File: src/rtl/core/complex_arithmetic_unit_macros.svh
// ----------------------------------------------------------------------------
// Complex arithmetic unit assertion macros
// Shorthand for clocked assertions that are disabled while reset is asserted.
// ----------------------------------------------------------------------------
`ifndef COMPLEX_ARITHMETIC_UNIT_MACROS_SVH
`define COMPLEX_ARITHMETIC_UNIT_MACROS_SVH

// A plain clocked property.
`define CAU_ASSERT(lbl, prop, msg) \
  lbl: assert property (@(posedge clk_i) disable iff (!rst_ni) (prop)) else $error(msg);

// An implication in the same cycle.
`define CAU_ASSERT_IMPL(lbl, ante, cons, msg) \
  lbl: assert property (@(posedge clk_i) disable iff (!rst_ni) (ante) |-> (cons)) \
    else $error(msg);

`endif

File: src/rtl/core/cau_pkg.sv
// ----------------------------------------------------------------------------
// Complex arithmetic unit package
// Widths, codes, pipeline structs and the saturation helpers.
// ----------------------------------------------------------------------------
package cau_pkg;

  localparam int DATA_W  = 16;
  localparam int FRAC_W  = 8;
  localparam int PROD_W  = 2 * DATA_W;
  localparam int SUM_W   = PROD_W + 1;
  // One cell per quotient bit; the quotient before rounding stays below 2^NCELL.
  localparam int NCELL   = DATA_W + 2;
  localparam int DVS_W   = PROD_W + FRAC_W;
  localparam int REM_W   = DVS_W + 1;
  localparam int SQ_W    = 2 * NCELL;
  localparam int SR_W    = NCELL;
  localparam int CLAMP_W = PROD_W - FRAC_W;

  localparam logic [CLAMP_W-1:0] NEG_LIM = CLAMP_W'(1) << (DATA_W - 1);
  localparam logic [CLAMP_W-1:0] POS_LIM = NEG_LIM - CLAMP_W'(1);
  localparam logic signed [DATA_W-1:0] MAX_POS = {1'b0, {(DATA_W-1){1'b1}}};
  localparam logic signed [DATA_W-1:0] MIN_NEG = {1'b1, {(DATA_W-1){1'b0}}};

  typedef enum logic [2:0] {
    OP_ADD = 3'd0,
    OP_SUB = 3'd1,
    OP_MUL = 3'd2,
    OP_DIV = 3'd3,
    OP_MAG = 3'd4,
    OP_CMP = 3'd5
  } op_e;

  typedef enum logic [1:0] {
    ST_OK   = 2'd0,
    ST_SAT  = 2'd1,
    ST_DIV0 = 2'd2
  } st_e;

  // Data that rides along the cell chain untouched.
  typedef struct packed {
    op_e                      op;
    logic signed [DATA_W-1:0] re;
    logic signed [DATA_W-1:0] im;
    logic                     eq;
    logic                     sat;
    logic                     div0;
    logic                     neg_re;
    logic                     neg_im;
    logic                     ovf_re;
    logic                     ovf_im;
  } side_t;

  // Everything one cell hands to the next.
  typedef struct packed {
    side_t              side;
    logic [REM_W-1:0]   rem_re;
    logic [REM_W-1:0]   rem_im;
    logic [NCELL-1:0]   q_re;
    logic [NCELL-1:0]   q_im;
    logic [DVS_W-1:0]   dvs;
    logic [SQ_W-1:0]    sq_src;
    logic [SR_W-1:0]    sq_rem;
    logic [NCELL-1:0]   sq_root;
  } cell_t;

  typedef struct packed {
    logic signed [DATA_W-1:0] re;
    logic signed [DATA_W-1:0] im;
    logic                     eq;
    st_e                      st;
  } res_t;

  // Clamp a sign/magnitude value to the signed data range; MSB flags saturation.
  function automatic logic [DATA_W:0] sat_clamp(input logic neg,
                                                input logic [CLAMP_W-1:0] mag);
    logic [DATA_W:0]    r;
    logic [CLAMP_W-1:0] nm;
    nm = ~mag + CLAMP_W'(1);
    if (!neg) begin
      if (mag > POS_LIM) r = {1'b1, MAX_POS};
      else               r = {1'b0, mag[DATA_W-1:0]};
    end else begin
      if (mag > NEG_LIM) r = {1'b1, MIN_NEG};
      else               r = {1'b0, nm[DATA_W-1:0]};
    end
    return r;
  endfunction

  // Round a quotient that carries one extra fraction bit, then clamp.
  function automatic logic [DATA_W:0] div_lane(input logic ovf, input logic neg,
                                               input logic [NCELL-1:0] q);
    logic [NCELL:0]   qs;
    logic [NCELL-1:0] qr;
    logic [DATA_W:0]  r;
    qs = {1'b0, q} + (NCELL+1)'(1);
    qr = qs[NCELL:1];
    if (ovf) r = sat_clamp(neg, {CLAMP_W{1'b1}});
    else     r = sat_clamp(neg && (qr != '0), CLAMP_W'(qr));
    return r;
  endfunction

endpackage

File: src/rtl/core/cau_cell.sv
// ----------------------------------------------------------------------------
// Complex arithmetic unit chain cell
// One restoring quotient bit per lane, one square root bit per enabled cycle.
// ----------------------------------------------------------------------------
module cau_cell import cau_pkg::*; (
  input  logic  clk_i,
  input  logic  rst_ni,
  input  logic  en_i,
  input  logic  valid_i,
  input  cell_t data_i,
  output logic  valid_o,
  output cell_t data_o
);

  logic           valid_q;
  cell_t          data_q, data_d;

  logic [REM_W-1:0] dvs_x, diff_re, diff_im;
  logic             ge_re, ge_im;
  logic [SR_W+1:0]  cur, trial, srem;
  logic             sge;

  always_comb begin
    // Divider lanes: subtract the scaled divisor when it fits, then shift.
    dvs_x   = {1'b0, data_i.dvs};
    ge_re   = (data_i.rem_re >= dvs_x);
    ge_im   = (data_i.rem_im >= dvs_x);
    diff_re = data_i.rem_re - (ge_re ? dvs_x : '0);
    diff_im = data_i.rem_im - (ge_im ? dvs_x : '0);

    // Square root: bring down two bits and try the next root bit.
    cur   = {data_i.sq_rem, data_i.sq_src[SQ_W-1 -: 2]};
    trial = {data_i.sq_root, 2'b01};
    sge   = (cur >= trial);
    srem  = sge ? (cur - trial) : cur;

    data_d         = data_i;
    data_d.rem_re  = {diff_re[REM_W-2:0], 1'b0};
    data_d.rem_im  = {diff_im[REM_W-2:0], 1'b0};
    data_d.q_re    = {data_i.q_re[NCELL-2:0], ge_re};
    data_d.q_im    = {data_i.q_im[NCELL-2:0], ge_im};
    data_d.sq_src  = {data_i.sq_src[SQ_W-3:0], 2'b00};
    data_d.sq_rem  = srem[SR_W-1:0];
    data_d.sq_root = {data_i.sq_root[NCELL-2:0], sge};
  end

  always_ff @(posedge clk_i or negedge rst_ni) begin
    if (!rst_ni) begin
      valid_q <= 1'b0;
    end else if (en_i) begin
      valid_q <= valid_i;
    end
  end

  always_ff @(posedge clk_i) begin
    if (en_i) begin
      data_q <= data_d;
    end
  end

  assign valid_o = valid_q;
  assign data_o  = data_q;

endmodule

File: config.mk
export PLATFORM = sky130hd
export DESIGN_NAME = cau_cell
export DESIGN_NICKNAME = d
export VERILOG_FILES = /design/src/rtl/core/complex_arithmetic_unit_macros.svh /design/src/rtl/core/cau_pkg.sv /design/src/rtl/core/cau_cell.sv
export SDC_FILE = /design/constraint.sdc
export NUM_CORES = 1
export LEC_CHECK = 0
export BUFFER_PORTS_ARGS = -buffer_cell sky130_fd_sc_hd__buf_2
export CORE_ASPECT_RATIO = 0.6
export CORE_MARGIN = 1.5
export CORE_UTILIZATION = 40
export DETAILED_ROUTE_END_ITERATION = 12
export PLACE_DENSITY_LB_ADDON = 0.08
export SYNTH_ARGS = -nofsm -noshare
export SYNTH_HDL_FRONTEND = slang
export SYNTH_SLANG_ARGS = --single-unit
File: constraint.sdc
create_clock -name clk_i -period 1.4 [get_ports clk_i]
set_input_delay 0.07 -clock clk_i [delete_from_list [all_inputs] [get_ports clk_i]]
set_output_delay 0.07 -clock clk_i [all_outputs]
set_load 0.02 [all_outputs]
; ---- Word-level counts from Yosys, hierarchy flattened
; Cells that the tools add are included.
; W data, S select, Z words.
[totals]
word_cells = 28
input_bits = 276
ff_bits = 269
output_inout_bits = 273
[op_classes]
add_sub_neg = 3
n_mux = 3
order_cmp = 3
[op_table]
columns = operator, count
row1 = $ge A41 B40 Y1, 2
row2 = $mux W40, 2
row3 = $sub A40 B40 Y40, 2
row4 = $ge A20 B20 Y1, 1
row5 = $mux W18, 1
row6 = $sub A18 B18 Y18, 1

; ---- Depth between registers and ports, before layout
; Gate-level depths: netlist of the first run.
[logic_depth]
depth_word = 3
mapped_depth = 21

; ---- Worst setup path after synthesis of the first run
; Ideal clock, no wire load.
[synth_timing]
path_kind = input -> register
start = input port data_i[95] in the netlist's numbering
end = register data_q (netlist bit data_o[185]) (data pin)
path_stages = 20
setup_slack_ns = -2.856
arrival_time_ns = 3.997
setup_time_ns = 0.259
cell_sequence = inv_1 > ha_1 > nand4_1 > nor3_1 > nand2_1 > nor4_1 > a21oi_1 > o41ai_2 > clkbuf_1 > nand2_1 > ha_1 > buf_2 > and3_4 > and4_1 > a32oi_2 > nand3_1 > a221oi_2 > o21ai_1 > or2_1 > a211o_1
[synth_via]
elab_chain_cells = 3
[synth_rtl]
columns = item, line_no
row1 = from (decl), cau_cell.sv:10  ; input cell_t data_i,
row2 = $ge A41 B40 Y1, cau_cell.sv:27  ; ge_im = (data_i.rem_im >= dvs_x);
row3 = via ge_im, cau_cell.sv:19  ; logic ge_re, ge_im;
row4 = $mux W40, cau_cell.sv:29  ; diff_im = data_i.rem_im - (ge_im ? dvs_x : '0);
row5 = $sub A40 B40 Y40, cau_cell.sv:29
row6 = via diff_im[36], cau_cell.sv:18  ; logic [REM_W-1:0] dvs_x, diff_re, diff_im;
row7 = to (signal assigned), cau_cell.sv:57  ; data_q <= data_d;
row8 = to (decl), cau_cell.sv:16  ; cell_t data_q, data_d;
; The timed path passes the listed nets, and every way through them passes these cells.
; A chain may end at the register's enable or synchronous reset.

; ---- Final worst setup path of the first run
[layout_timing]
start = input port data_i[90] in the netlist's numbering
end = register data_q (netlist bit data_o[228]) (data pin)
[layout_via]
elab_chain_cells = 3
[layout_rtl]
columns = item, line_no
row1 = $ge A41 B40 Y1, cau_cell.sv:26  ; ge_re = (data_i.rem_re >= dvs_x);
row2 = $mux W40 *, cau_cell.sv:28  ; diff_re = data_i.rem_re - (ge_re ? dvs_x : '0);
row3 = $sub A40 B40 Y40 *, cau_cell.sv:28
row4 = via diff_re[38], cau_cell.sv:18
; The timed path passes the listed nets; every way through them passes the cells marked *.

==> results of run 1 <==
-- what timing repair did --
action / CTS / global route
resized for setup: 430 / 151
gates cloned: 8 / 0
endpoints found under the hold margin: 203 / 0
endpoints found under the setup margin: 101 / 101
setup buffers: 95 / 39
hold buffers: 191 / 0
pin swaps: 195 / 122
-- kinds of logic (layout without fill, tap and decap cells) --
family	count (synthesis)	after routing
compound gates	351	351
fa+ha+maj	180	180
other cells	1	16
buf+inv	114	1428
mux	2	2
xor+xnor	82	82
flops	269	269
simple gates	349	349
-- worst max-delay path, delay by kind of cell --
| family | cells | cell delay (ns) |
|---|---|---|
| adders and majority gates | 2 | 0.52 |
| buffers and inverters | 5 | 0.57 |
| xor gates and xnor gates | 1 | 0.08 |
| AOI/OAI and AO/OA | 10 | 2.19 |
| and+or+nand+nor | 5 | 0.62 |
-- path summary, 6_finish.rpt --
path / from / to / slack (ns) / cells after the start
setup / recovery: data_i[90] / data_o[228] / -2.35 / 23
hold / removal: data_i[206] / data_o[208] / 0.04 / 3
setup reg to reg: valid_o / valid_o / 0.64 / 1
hold reg to reg: valid_o / valid_o / 0.53 / 1
max in group asynchronous: rst_ni / valid_o / 0.96 / 3
min in group asynchronous: rst_ni / valid_o / 0.33 / 3
-- power breakdown --
| group | total (mW) | switching (mW) | internal, mW |
|---|---|---|---|
| clock network | 6.71 | 3.18 | 3.53 |
| registers | 10.3 | 0.252 | 10.1 |
| logic | 12.0 | 6.16 | 5.84 |
| total | 29.0 | 9.59 | 19.4 |
-- layer usage --
layer,GRT usage (%),wire length [µm],vias up
met5,0,9,-
met1,41.36,27700,7671
met4,10.20,2162,2
li1,-,-,7636
met2,49.52,29930,593
met3,4.708,3764,120
-- flip-flops by register name, summed over array words and instances (netlist names) --
signal / flops
valid_o: 1
data_o: 268
-- metrics by stage --
step	worst slack (ns)	power, mW	cells
floorplan	-2.506	15.07	1351
global placement	-3.253	19.30	2839
finish	-2.348	29.04	3190
global route	-2.465	30.24	3190
detailed placement	-3.214	19.40	2839
CTS	-2.225	28.31	3159
-- final cells by class --
cell class | count | area (µm²) | share of cell area (%)
inverter | 92 | 407.9 | 1.409
multi-input combinational | 968 | 9478 | 32.74
clock inverter | 17 | 90.09 | 0.3111
sequential | 269 | 8073 | 27.88
tap | 513 | 641.9 | 2.217
antenna | 12 | 30.03 | 0.1037
timing repair buffer | 1288 | 9542 | 32.96
clock buffer | 31 | 690.7 | 2.385
-- synthesized netlist by cell type (5+ instances only) --
master,number
a21o_1,61
clkbuf_1,13
o21a_1,11
nand2_1,153
xor2_1,30
a21boi_0,5
nor4_1,5
nor2b_1,16
edfxtp_1,268
o211ai_1,7
nand2b_1,15
o21ai_0,71
a31oi_1,11
nand4_1,21
xnor2_1,52
buf_2,5
and3_1,12
o21ai_1,7
nor3_1,19
a211oi_1,9
and2_1,6
o31ai_1,6
inv_1,91
a21oi_1,117
nand3_1,24
ha_1,178
nor2_1,53
o21bai_1,10
==> run_results.csv, run 1 <==
group,metric,value,unit
flow_run,maxCapViolations,0,
global_routing,grt_first_pass_wirelength,93.44,mm
clock_tree,cts_made_buffers,27,
timing,fin_tns_setup,-158.49,ns
die,num_rows,55,
clock_tree,cts_buffer_depth,3,
timing,finalCriticalPeriod,3.748,ns
global_routing,grt_max_degree,48,
place,gp_congestion,0.9006,
logic_synthesis,synth_edf_count,268,
clock_tree,cts.htree.levels,1,
min_path,hp-class,"input port to register",
final_layout,drive_gt1_share,57.34,%
logic_synthesis,synthCells,1348,
setup_path,slowest_stage,"a221oi_2",
timing,fin_skew,0,ns
logic_synthesis,synth_warnings,0,
power_and_ir_drop,ir_drop,948.6,µV
logic_synthesis,synth_seq_cells,269,
final_layout,mostFrequentLayoutCells,"521 x buf_2, 455 x buf_4, 268 x edfxtp_1, 191 x dlygate4sd3_1, 110 x nand2_1",
routing,vias_per_cell,5.023,
clock_tree,cts.reportedPaths.clkPinSlew,0.07,ns
routing,drc,0,
logic_synthesis,syn-mean-instance-area,11.46,µm²
setup_path,critPathArrivalTime,4.08,ns
setup_path,crit_required,1.73,ns
setup_path,path_class,"input port to register",
timing,finalMaxSlewViolations,0,
routing,via_count,16020,
global_routing,grt-ovfl-total,0,
die,core,0.03785,mm²
final_layout,layout-area-overhead-vs-synth,87.40,%
setup_path,startpoint_type,"input port",
final_layout,final_area,0.02895,mm²
die,dieArea,0.03985,mm²
logic_synthesis,synthDominantCellAreaShare,52.09,%
power_and_ir_drop,p_per_area,1003,mW/mm²
timing,fmax,266.8,MHz
power_and_ir_drop,leakage,13.21,nW
clock_tree,cts_sinks,269,
logic_synthesis,netlist_area,0.01545,mm²
final_layout,mostFrequentLayoutCell,"buf_2",
clock_tree,root_buffer,"clkbuf_16",
timing,rsz0062_at_grt,"yes",
routing,ant_nets,0,
timing,setup_slack,-2.348,ns
place,hpwl,45.55,mm
status,violations,"setup timing",
status,status,"finished with violations",
clock_tree,cts_tree,"yes",
setup_path,critPathMaxFanout,6,
timing,hold_slack,0.04223,ns
logic_synthesis,synth-async-reset-ratio,0.3717,%
logic_synthesis,ys_top_cells_by_area,"edfxtp_1 52%, ha_1 14%, a21oi_1 3.8%, nand2_1 3.7%, a21o_1 3.0%",
logic_synthesis,synth.mux.area_fraction,0.1458,%
die,start_util,40.82,%
logic_synthesis,synth_top_family_by_area,"adder cells",
clock_tree,insertion_delay,0.57,ns
routing,drt_first_pass_iters,5,
logic_synthesis,seq_area_frac_synth,52.25,%
routing,wl_per_cell,19.93,µm
logic_synthesis,synth_cell_types,70,
timing,hold_viol_final,0,
place,place_area,0.02268,mm²
logic_synthesis,yosys.area_share.xor_xnor,4.649,%
die,chipWidth,256.7,µm
final_layout,final_nets,3102,
logic_synthesis,synth_fa_ha_area_share,14.67,%
routing,drt_wl_total,63.56,mm
die,ios,549,
final_layout,fillCellCount,2550,
logic_synthesis,synth-compound-area-share,14.59,%
setup_path,cp_slowest_stage_delay,0.35,ns
timing,finalCritPeriodShare,267.7,%
global_routing,grt_pass1_vias,16280,
logic_synthesis,post-synth-top-area-cell,"edfxtp_1",
place,numPortBuffers,542,
final_layout,fin_util,76.50,%
routing,drt_iter0_drc,1135,
setup_path,cp-end-kind,"register",
logic_synthesis,synth-simple-area-share,10.75,%
global_routing,grt.total_usage,30.31,%
die,die_y,155.2,µm
logic_synthesis,ys.flop_type,"edfxtp_1",
global_routing,antenna_found_initial,14,
setup_path,cp_cell_sequence,"buf_2 > inv_2 > ha_1 > a21o_1 > a21o_1 > a21oi_1 > nor2_1 > o31ai_4 > nand3_4 > buf_6 > buf_6 > buf_16 > nand2_4 > ha_4 > and3_4 > and2_4 > a221oi_2 > o21ai_2 > a211oi_4 > o31ai_4 > a221o_1 > a21oi_2 > xnor2_1",
timing,setup_viol,101,
No activity file was read; power rests on OpenSTA's default activity.
==> inputs of run 2 (changes only) <==
--- a/config.mk
+++ b/config.mk
@@ -10,6 +10,7 @@
 export CORE_MARGIN = 1.5
 export CORE_UTILIZATION = 40
 export DETAILED_ROUTE_END_ITERATION = 12
+export GPL_TIMING_DRIVEN = 0
 export PLACE_DENSITY_LB_ADDON = 0.08
 export SYNTH_ARGS = -nofsm -noshare
 export SYNTH_HDL_FRONTEND = slang
==> run 2 against run 1 <==
Against the previous run:
- maximum frequency decreased by 6.1%
- sequential share of layout area up 3.2 points
- register-to-register slack hardly changed
- highest routed layer is now met4
- via count decreased by 9.0%
- power fell by 3.4%
- the flow finishes with violations (hold timing, setup timing)
- die area did not move
==> run_results.csv, run 2 (synthesis results as in run 1) <==
group,metric,value,unit
status,status,"finished with violations",
status,violations,"hold timing, setup timing",
global_routing,grt-ovfl-total,0,
global_routing,antenna_found_initial,7,
routing,ant_nets,0,
global_routing,grt_pass1_vias,14030,
routing,drt_iter0_drc,1124,
setup_path,startpoint_type,"input port",
clock_tree,cts_tree,"yes",
die,start_util,40.82,%
global_routing,grt_max_degree,128,
final_layout,largest_reg_flops,268,
die,num_rows,55,
global_routing,grt_first_pass_wirelength,82.76,mm
routing,via_count,14570,
die,ios,549,
die,die_y,155.2,µm
timing,hold_viol_final,5,
clock_tree,cts_sinks,269,
routing,vias_per_cell,5.210,
setup_path,critPathMaxFanout,5,
timing,rsz0062_at_grt,"yes",
power_and_ir_drop,p_per_area,1078,mW/mm²
timing,fin_skew,0,ns
final_layout,fillCellCount,2799,
timing,relSlewSlack,38.50,%
routing,wl_per_cell,21.13,µm
place,hpwl,40.45,mm
setup_path,path_class,"input port to register",
timing,setup_viol,113,
timing,setup_slack,-2.591,ns
clock_tree,cts.htree.levels,1,
flow_run,maxCapViolations,0,
final_layout,drive_gt1_share,48.60,%
final_layout,mostFrequentLayoutCell,"buf_2",
routing,drt_wl_total,59.10,mm
timing,worstMarginPinSlew,0.9194,ns
die,chipWidth,256.7,µm
timing,fmax,250.6,MHz
place,gp_congestion,0.9116,
final_layout,final_nets,2713,
timing,hold_slack,-0.05169,ns
clock_tree,cts_made_buffers,28,
global_routing,grt.total_usage,27.04,%
final_layout,mostFrequentLayoutCells,"492 x buf_2, 268 x edfxtp_1, 191 x dlygate4sd3_1, 111 x buf_4, 110 x nand2_1",
timing,finalMaxSlewViolations,0,
clock_tree,insertion_delay,0.56,ns
setup_path,crit_required,1.73,ns
power_and_ir_drop,ir_drop,866.6,µV
clock_tree,cts.reportedPaths.clkPinSlew,0.07,ns
setup_path,cp-end-kind,"register",
final_layout,layout-area-overhead-vs-synth,68.34,%
final_layout,fin_util,68.72,%
setup_path,critPathArrivalTime,4.32,ns
die,dieArea,0.03985,mm²
power_and_ir_drop,leakage,11.26,nW
timing,finalCriticalPeriod,3.991,ns
timing,finalCritPeriodShare,285.1,%
min_path,hp-class,"input port to register",
clock_tree,cts_buffer_depth,3,
place,numPortBuffers,542,
power_and_ir_drop,power,28.04,mW
die,core,0.03785,mm²
routing,drc,0,
routing,drt_first_pass_iters,5,
clock_tree,root_buffer,"clkbuf_16",
## run 2: changes by cell type in the layout (fill, tap and decap cells not counted), moves of 8 or more
| cell | change |
|---|---|
| nand2_4 | +8 |
| ha_4 | +12 |
| a21oi_1 | +12 |
| buf_6 | -28 |
| xnor2_1 | +8 |
| ha_1 | -17 |
| buf_4 | -344 |
| buf_2 | -29 |
| a21oi_2 | -15 |
## run 2: where the power goes
part / switching, mW / internal [mW] / total (mW)
registers: 0.227 / 10.1 / 10.3
logic: 5.72 / 4.68 / 10.4
clock network: 3.21 / 4.13 / 7.34
## run 2: what timing repair did
action | CTS | global route
pin swaps | 122 | 123
hold buffers | 190 | 1
endpoints found under the setup margin | 101 | 101
resized for setup | 348 | 253
setup buffers | 81 | 62
hold endpoints to repair | 248 | 16
gates cloned | 2 | 3
## run 2: per-stage QoR
| stage | instances | hold slack, ns | cell area, µm² | setup TNS [ns] | worst slack (ns) |
|---|---|---|---|---|---|
| floorplan | 1351 | -0.2256 | 15960 | -162.07 | -2.506 |
| global placement | 2406 | -0.1555 | 19310 | -1211.96 | -3.804 |
| detailed placement | 2408 | -0.1514 | 19380 | -277.00 | -3.882 |
| CTS | 2728 | -0.06436 | 24270 | -152.59 | -2.491 |
| global route | 2796 | -0.05148 | 26010 | -174.00 | -2.677 |
| finish | 2797 | -0.05169 | 26010 | -165.63 | -2.591 |
## run 2: worst paths after layout
path | start | cells after the start | slack [ns] | to
worst max-delay path | data_i[111] | 22 | -2.59 | data_o[228]
worst min-delay path | data_i[199] | 3 | -0.05 | data_o[200]
min in group asynchronous | rst_ni | 3 | 0.34 | valid_o
max in group asynchronous | rst_ni | 3 | 0.96 | valid_o
worst min register to register | valid_o | 1 | 0.52 | valid_o
worst max register to register | valid_o | 1 | 0.65 | valid_o
## run 2: final cells by class
type	instances	area, µm²	area share [%]
sequential	269	8073	31.04
antenna	6	15.01	0.05773
buffer	17	219.0	0.8419
multi-input combinational	968	9338	35.90
inverter	92	432.9	1.665
clock buffer	34	744.5	2.862
clock inverter	17	133.9	0.5147
timing repair buffer	881	6411	24.65
tap	513	641.9	2.468
## run 2: worst max-delay path, cell delays in order
cell,delay [ns]
buf_8,0.09
inv_6,0.03
ha_4,0.26
nand4b_1,0.21
nor4_4,0.45
nand4_1,0.26
o211ai_1,0.21
a21oi_2,0.09
nand3_2,0.13
buf_6,0.14
clkbuf_16,0.15
nand2_4,0.05
ha_4,0.23
nor2b_4,0.13
o311a_4,0.37
o311ai_4,0.28
a21oi_2,0.13
a211oi_4,0.38
o31ai_4,0.09
a221o_1,0.34
a21oi_2,0.14
xnor2_1,0.08
## run 2: metal layers
layer  up-vias  routed length (µm)  global-route usage (%)
met4         0                1400                   7.003
met2       571               28200                   43.94
met3        84                3815                   4.888
li1       6876                   -                       -
met5         -                   0                       0
met1      7042               25680                   37.40
==> inputs of run 3 (changes only) <==
--- a/config.mk
+++ b/config.mk
@@ -5,6 +5,7 @@
 export SDC_FILE = /design/constraint.sdc
 export NUM_CORES = 1
 export LEC_CHECK = 0
+export ABC_AREA = 1
 export BUFFER_PORTS_ARGS = -buffer_cell sky130_fd_sc_hd__buf_2
 export CORE_ASPECT_RATIO = 0.6
 export CORE_MARGIN = 1.5
==> run 3 against run 2 <==
Against the previous run:
- largest cell class unchanged
- utilization up 2.9 points
- critical endpoint is now data_o[185]
- the run still ends with hold timing, setup timing left
- area after synthesis up 12%
- clock-buffer cell count down 1
- design area up 16%
- routed wire length up 26%
==> run_results.csv, run 3 <==
group,metric,value,unit
status,status,"finished with violations",
status,violations,"hold timing, setup timing",
die,core,0.04224,mm²
routing,drc,0,
die,dieArea,0.04454,mm²
timing,finalMaxSlewViolations,0,
logic_synthesis,synthDominantCellAreaShare,46.52,%
final_layout,regArea,0.008073,mm²
power_and_ir_drop,p_sw_share,36.68,%
global_routing,grt_pass1_vias,16980,
final_layout,stdcell_count,3458,
power_and_ir_drop,p_per_area,1004,mW/mm²
final_layout,layout-area-overhead-vs-synth,74.85,%
logic_synthesis,post-synth-top-area-cell,"edfxtp_1",
timing,worstMarginPinSlew,0.7167,ns
power_and_ir_drop,seq_power_share,33.9,%
routing,vias_per_cell,5.155,
min_path,worstHoldPathCells,1,
setup_path,r2r-start,"valid_o",
logic_synthesis,synth_cell_types,50,
die,die_y,164.1,µm
power_and_ir_drop,leakage,12.74,nW
final_layout,drive_gt1_share,54.26,%
timing,fin_tns_setup,-100.13,ns
timing,setup_viol,97,
timing,hold_slack,-0.04923,ns
final_layout,final_nets,3323,
power_and_ir_drop,ir_drop,1033,µV
setup_path,r2r-end,"valid_o",
final_layout,largest_reg_flops,268,
die,start_util,40.96,%
timing,rsz0062_at_grt,"yes",
die,ios,549,
power_and_ir_drop,clockPowerShare,23.9,%
logic_synthesis,synth_warnings,0,
power_and_ir_drop,p_int,19.23,mW
place,numPortBuffers,542,
timing,relSlewSlack,52.22,%
clock_tree,cts_made_buffers,27,
logic_synthesis,synthCells,1919,
setup_path,reg2regPathDepth,1,
timing,hold_viol_final,46,
logic_synthesis,synth-async-reset-ratio,0.3717,%
setup_path,path_class,"input port to register",
routing,drt_wl_total,74.45,mm
clock_tree,cts_buffer_depth,3,
final_layout,multiInputGateArea,0.01280,mm²
global_routing,grt_max_degree,127,
global_routing,grt.total_usage,30.65,%
setup_path,startpoint_type,"input port",
clock_tree,insertion_delay,0.57,ns
timing,finalCriticalPeriod,2.959,ns
routing,ant_nets,0,
global_routing,grt-ovfl-total,0,
logic_synthesis,seq_area_frac_synth,46.67,%
clock_tree,root_buffer,"clkbuf_16",
place,dp_cells,3036,
logic_synthesis,ys_top_cells_by_area,"edfxtp_1 47%, ha_1 13%, nand2_1 9.7%, inv_1 5.3%, nor2_1 4.2%",
global_routing,antenna_found_initial,4,
clock_tree,cts_sinks,269,
timing,finalCritPeriodShare,211.3,%
logic_synthesis,netlist_top_cells_count,"448 x nand2_1, 268 x edfxtp_1, 245 x inv_1, 195 x nor2_1, 178 x ha_1",
final_layout,fillCellCount,3202,
logic_synthesis,netlist_area,0.01730,mm²
place,place_area,0.02236,mm²
routing,drt_iter0_drc,1324,
place,gp_congestion,0.9788,
global_routing,grt_first_pass_wirelength,101.9,mm
routing,via_count,17830,
power_and_ir_drop,p_switching,11.14,mW
place,hpwl,54.22,mm
min_path,hp-class,"input port to register",
logic_synthesis,ys.flop_type,"edfxtp_1",
clock_tree,cts.htree.levels,1,
setup_path,critPathMaxFanout,5,
clock_tree,cts.reportedPaths.clkPinSlew,0.08,ns
die,chipWidth,271.5,µm
setup_path,critPathArrivalTime,3.29,ns
final_layout,mostFrequentLayoutCell,"buf_2",
min_path,hp-start,"en_i",
logic_synthesis,syn-mean-instance-area,9.014,µm²
timing,fmax,338.0,MHz
flow_run,maxCapViolations,0,
setup_path,r2r_setup_slack,0.64,ns
logic_synthesis,synth_seq_cells,269,
logic_synthesis,synth_edf_count,268,
final_layout,mostFrequentLayoutCells,"496 x buf_2, 270 x nand2_1, 268 x edfxtp_1, 191 x dlygate4sd3_1, 171 x buf_4",
routing,drt_first_pass_iters,5,
die,num_rows,58,
timing,setup_slack,-1.559,ns
min_path,hold_end,"data_o[128]",
final_layout,final_area,0.03025,mm²
clock_tree,cts_tree,"yes",
setup_path,cp-end-kind,"register",
logic_synthesis,yosysMostFrequentCell,"nand2_1",
timing,fin_skew,0,ns
routing,wl_per_cell,21.53,µm
setup_path,crit_required,1.73,ns
power_and_ir_drop,power,30.37,mW
power_and_ir_drop,power_frac_comb,42.2,%
-- run 3: power groups by stage --
stage | Clock [mW] | Combinational [mW] | Sequential, mW
3_5_place_dp | 0 | 8.82 | 10.4
4_1_cts | 7.30 | 11.0 | 10.3
3_3_place_gp | 0 | 8.78 | 10.5
6_report | 7.24 | 12.8 | 10.3
5_1_grt | 7.61 | 13.5 | 10.4
2_1_floorplan | 0 | 4.20 | 11.7
-- run 3: cell families (layout without fill, tap and decap cells) --
group	count (synthesis)	count (layout)	share of synthesized area, %
compound gates	305	305	10.13
xor+xnor	75	75	3.797
fa+ha+maj	180	180	13.11
buf+inv	268	1232	6.127
flops	269	269	46.67
mux	1	1	0.06509
other cells	1	6	0.02168
simple gates	820	820	20.09
-- run 3: worst max-delay path by stage --
stage / start / end / slack (ns) / cells past startpoint
final: data_i[107] / data_o[185] / -1.56 / 23
after global routing: data_i[107] / data_o[182] / -1.70 / 24
after CTS: data_i[80] / data_o[182] / -1.49 / 22
after detailed placement: data_i[86] / data_o[182] / -3.25 / 21
after global placement: en_i / valid_o / -3.68 / 2
after floorplan: data_i[95] / data_o[181] / -1.39 / 23
-- run 3: stage by stage --
| step | worst slack (ns) | utilization (%) |
|---|---|---|
| 2_1_floorplan | -1.385 | - |
| 3_3_place_gp | -3.683 | 52.78 |
| 3_5_place_dp | -3.250 | 52.93 |
| 4_1_cts | -1.493 | 66.08 |
| 5_1_grt | -1.697 | 71.60 |
| 6_report | -1.559 | 71.61 |
-- run 3: cell type report --
cell class                 instances  area share, %
antenna                            2        0.01655
clock inverter                    15         0.4675
tap                              570          2.358
clock buffer                      33          2.308
buffer                            15         0.6991
inverter                         253          3.500
multi-input combinational       1385          42.34
timing repair buffer             916          21.62
sequential                       269          26.69
-- run 3: what timing repair did --
action | CTS | global route
resized for setup | 516 | 428
gates cloned | 5 | 0
pin swaps | 141 | 220
endpoints found under the setup margin | 101 | 100
buffers inserted | 84 | 94
hold buffers | 190 | 1
endpoints found under the hold margin | 255 | 15
-- run 3: per-layer routing --
metal  up-vias  track usage [%]  wire length, µm
met5         -                0               31
met3        58            9.269             7041
met4         4            4.040              903
met1      8597            44.41            33160
met2       691            46.00            33320
li1       8477                -                -
-- run 3: worst max-delay path, stage by stage --
cell and delay (ns):
buf_6 0.11, inv_4 0.04, ha_1 0.31, nand2_1 0.08, inv_1 0.06, nand3_2 0.07, nor2_4 0.04, buf_4 0.13
a21oi_4 0.18, nand4_4 0.21, buf_12 0.21, buf_8 0.13, nand2_2 0.07, inv_2 0.04, ha_4 0.16, fa_2 0.37
o21ai_4 0.19, buf_6 0.13, nand4_1 0.14, nand3_4 0.20, nand3b_1 0.14, nand3_1 0.11, nand2_1 0.06
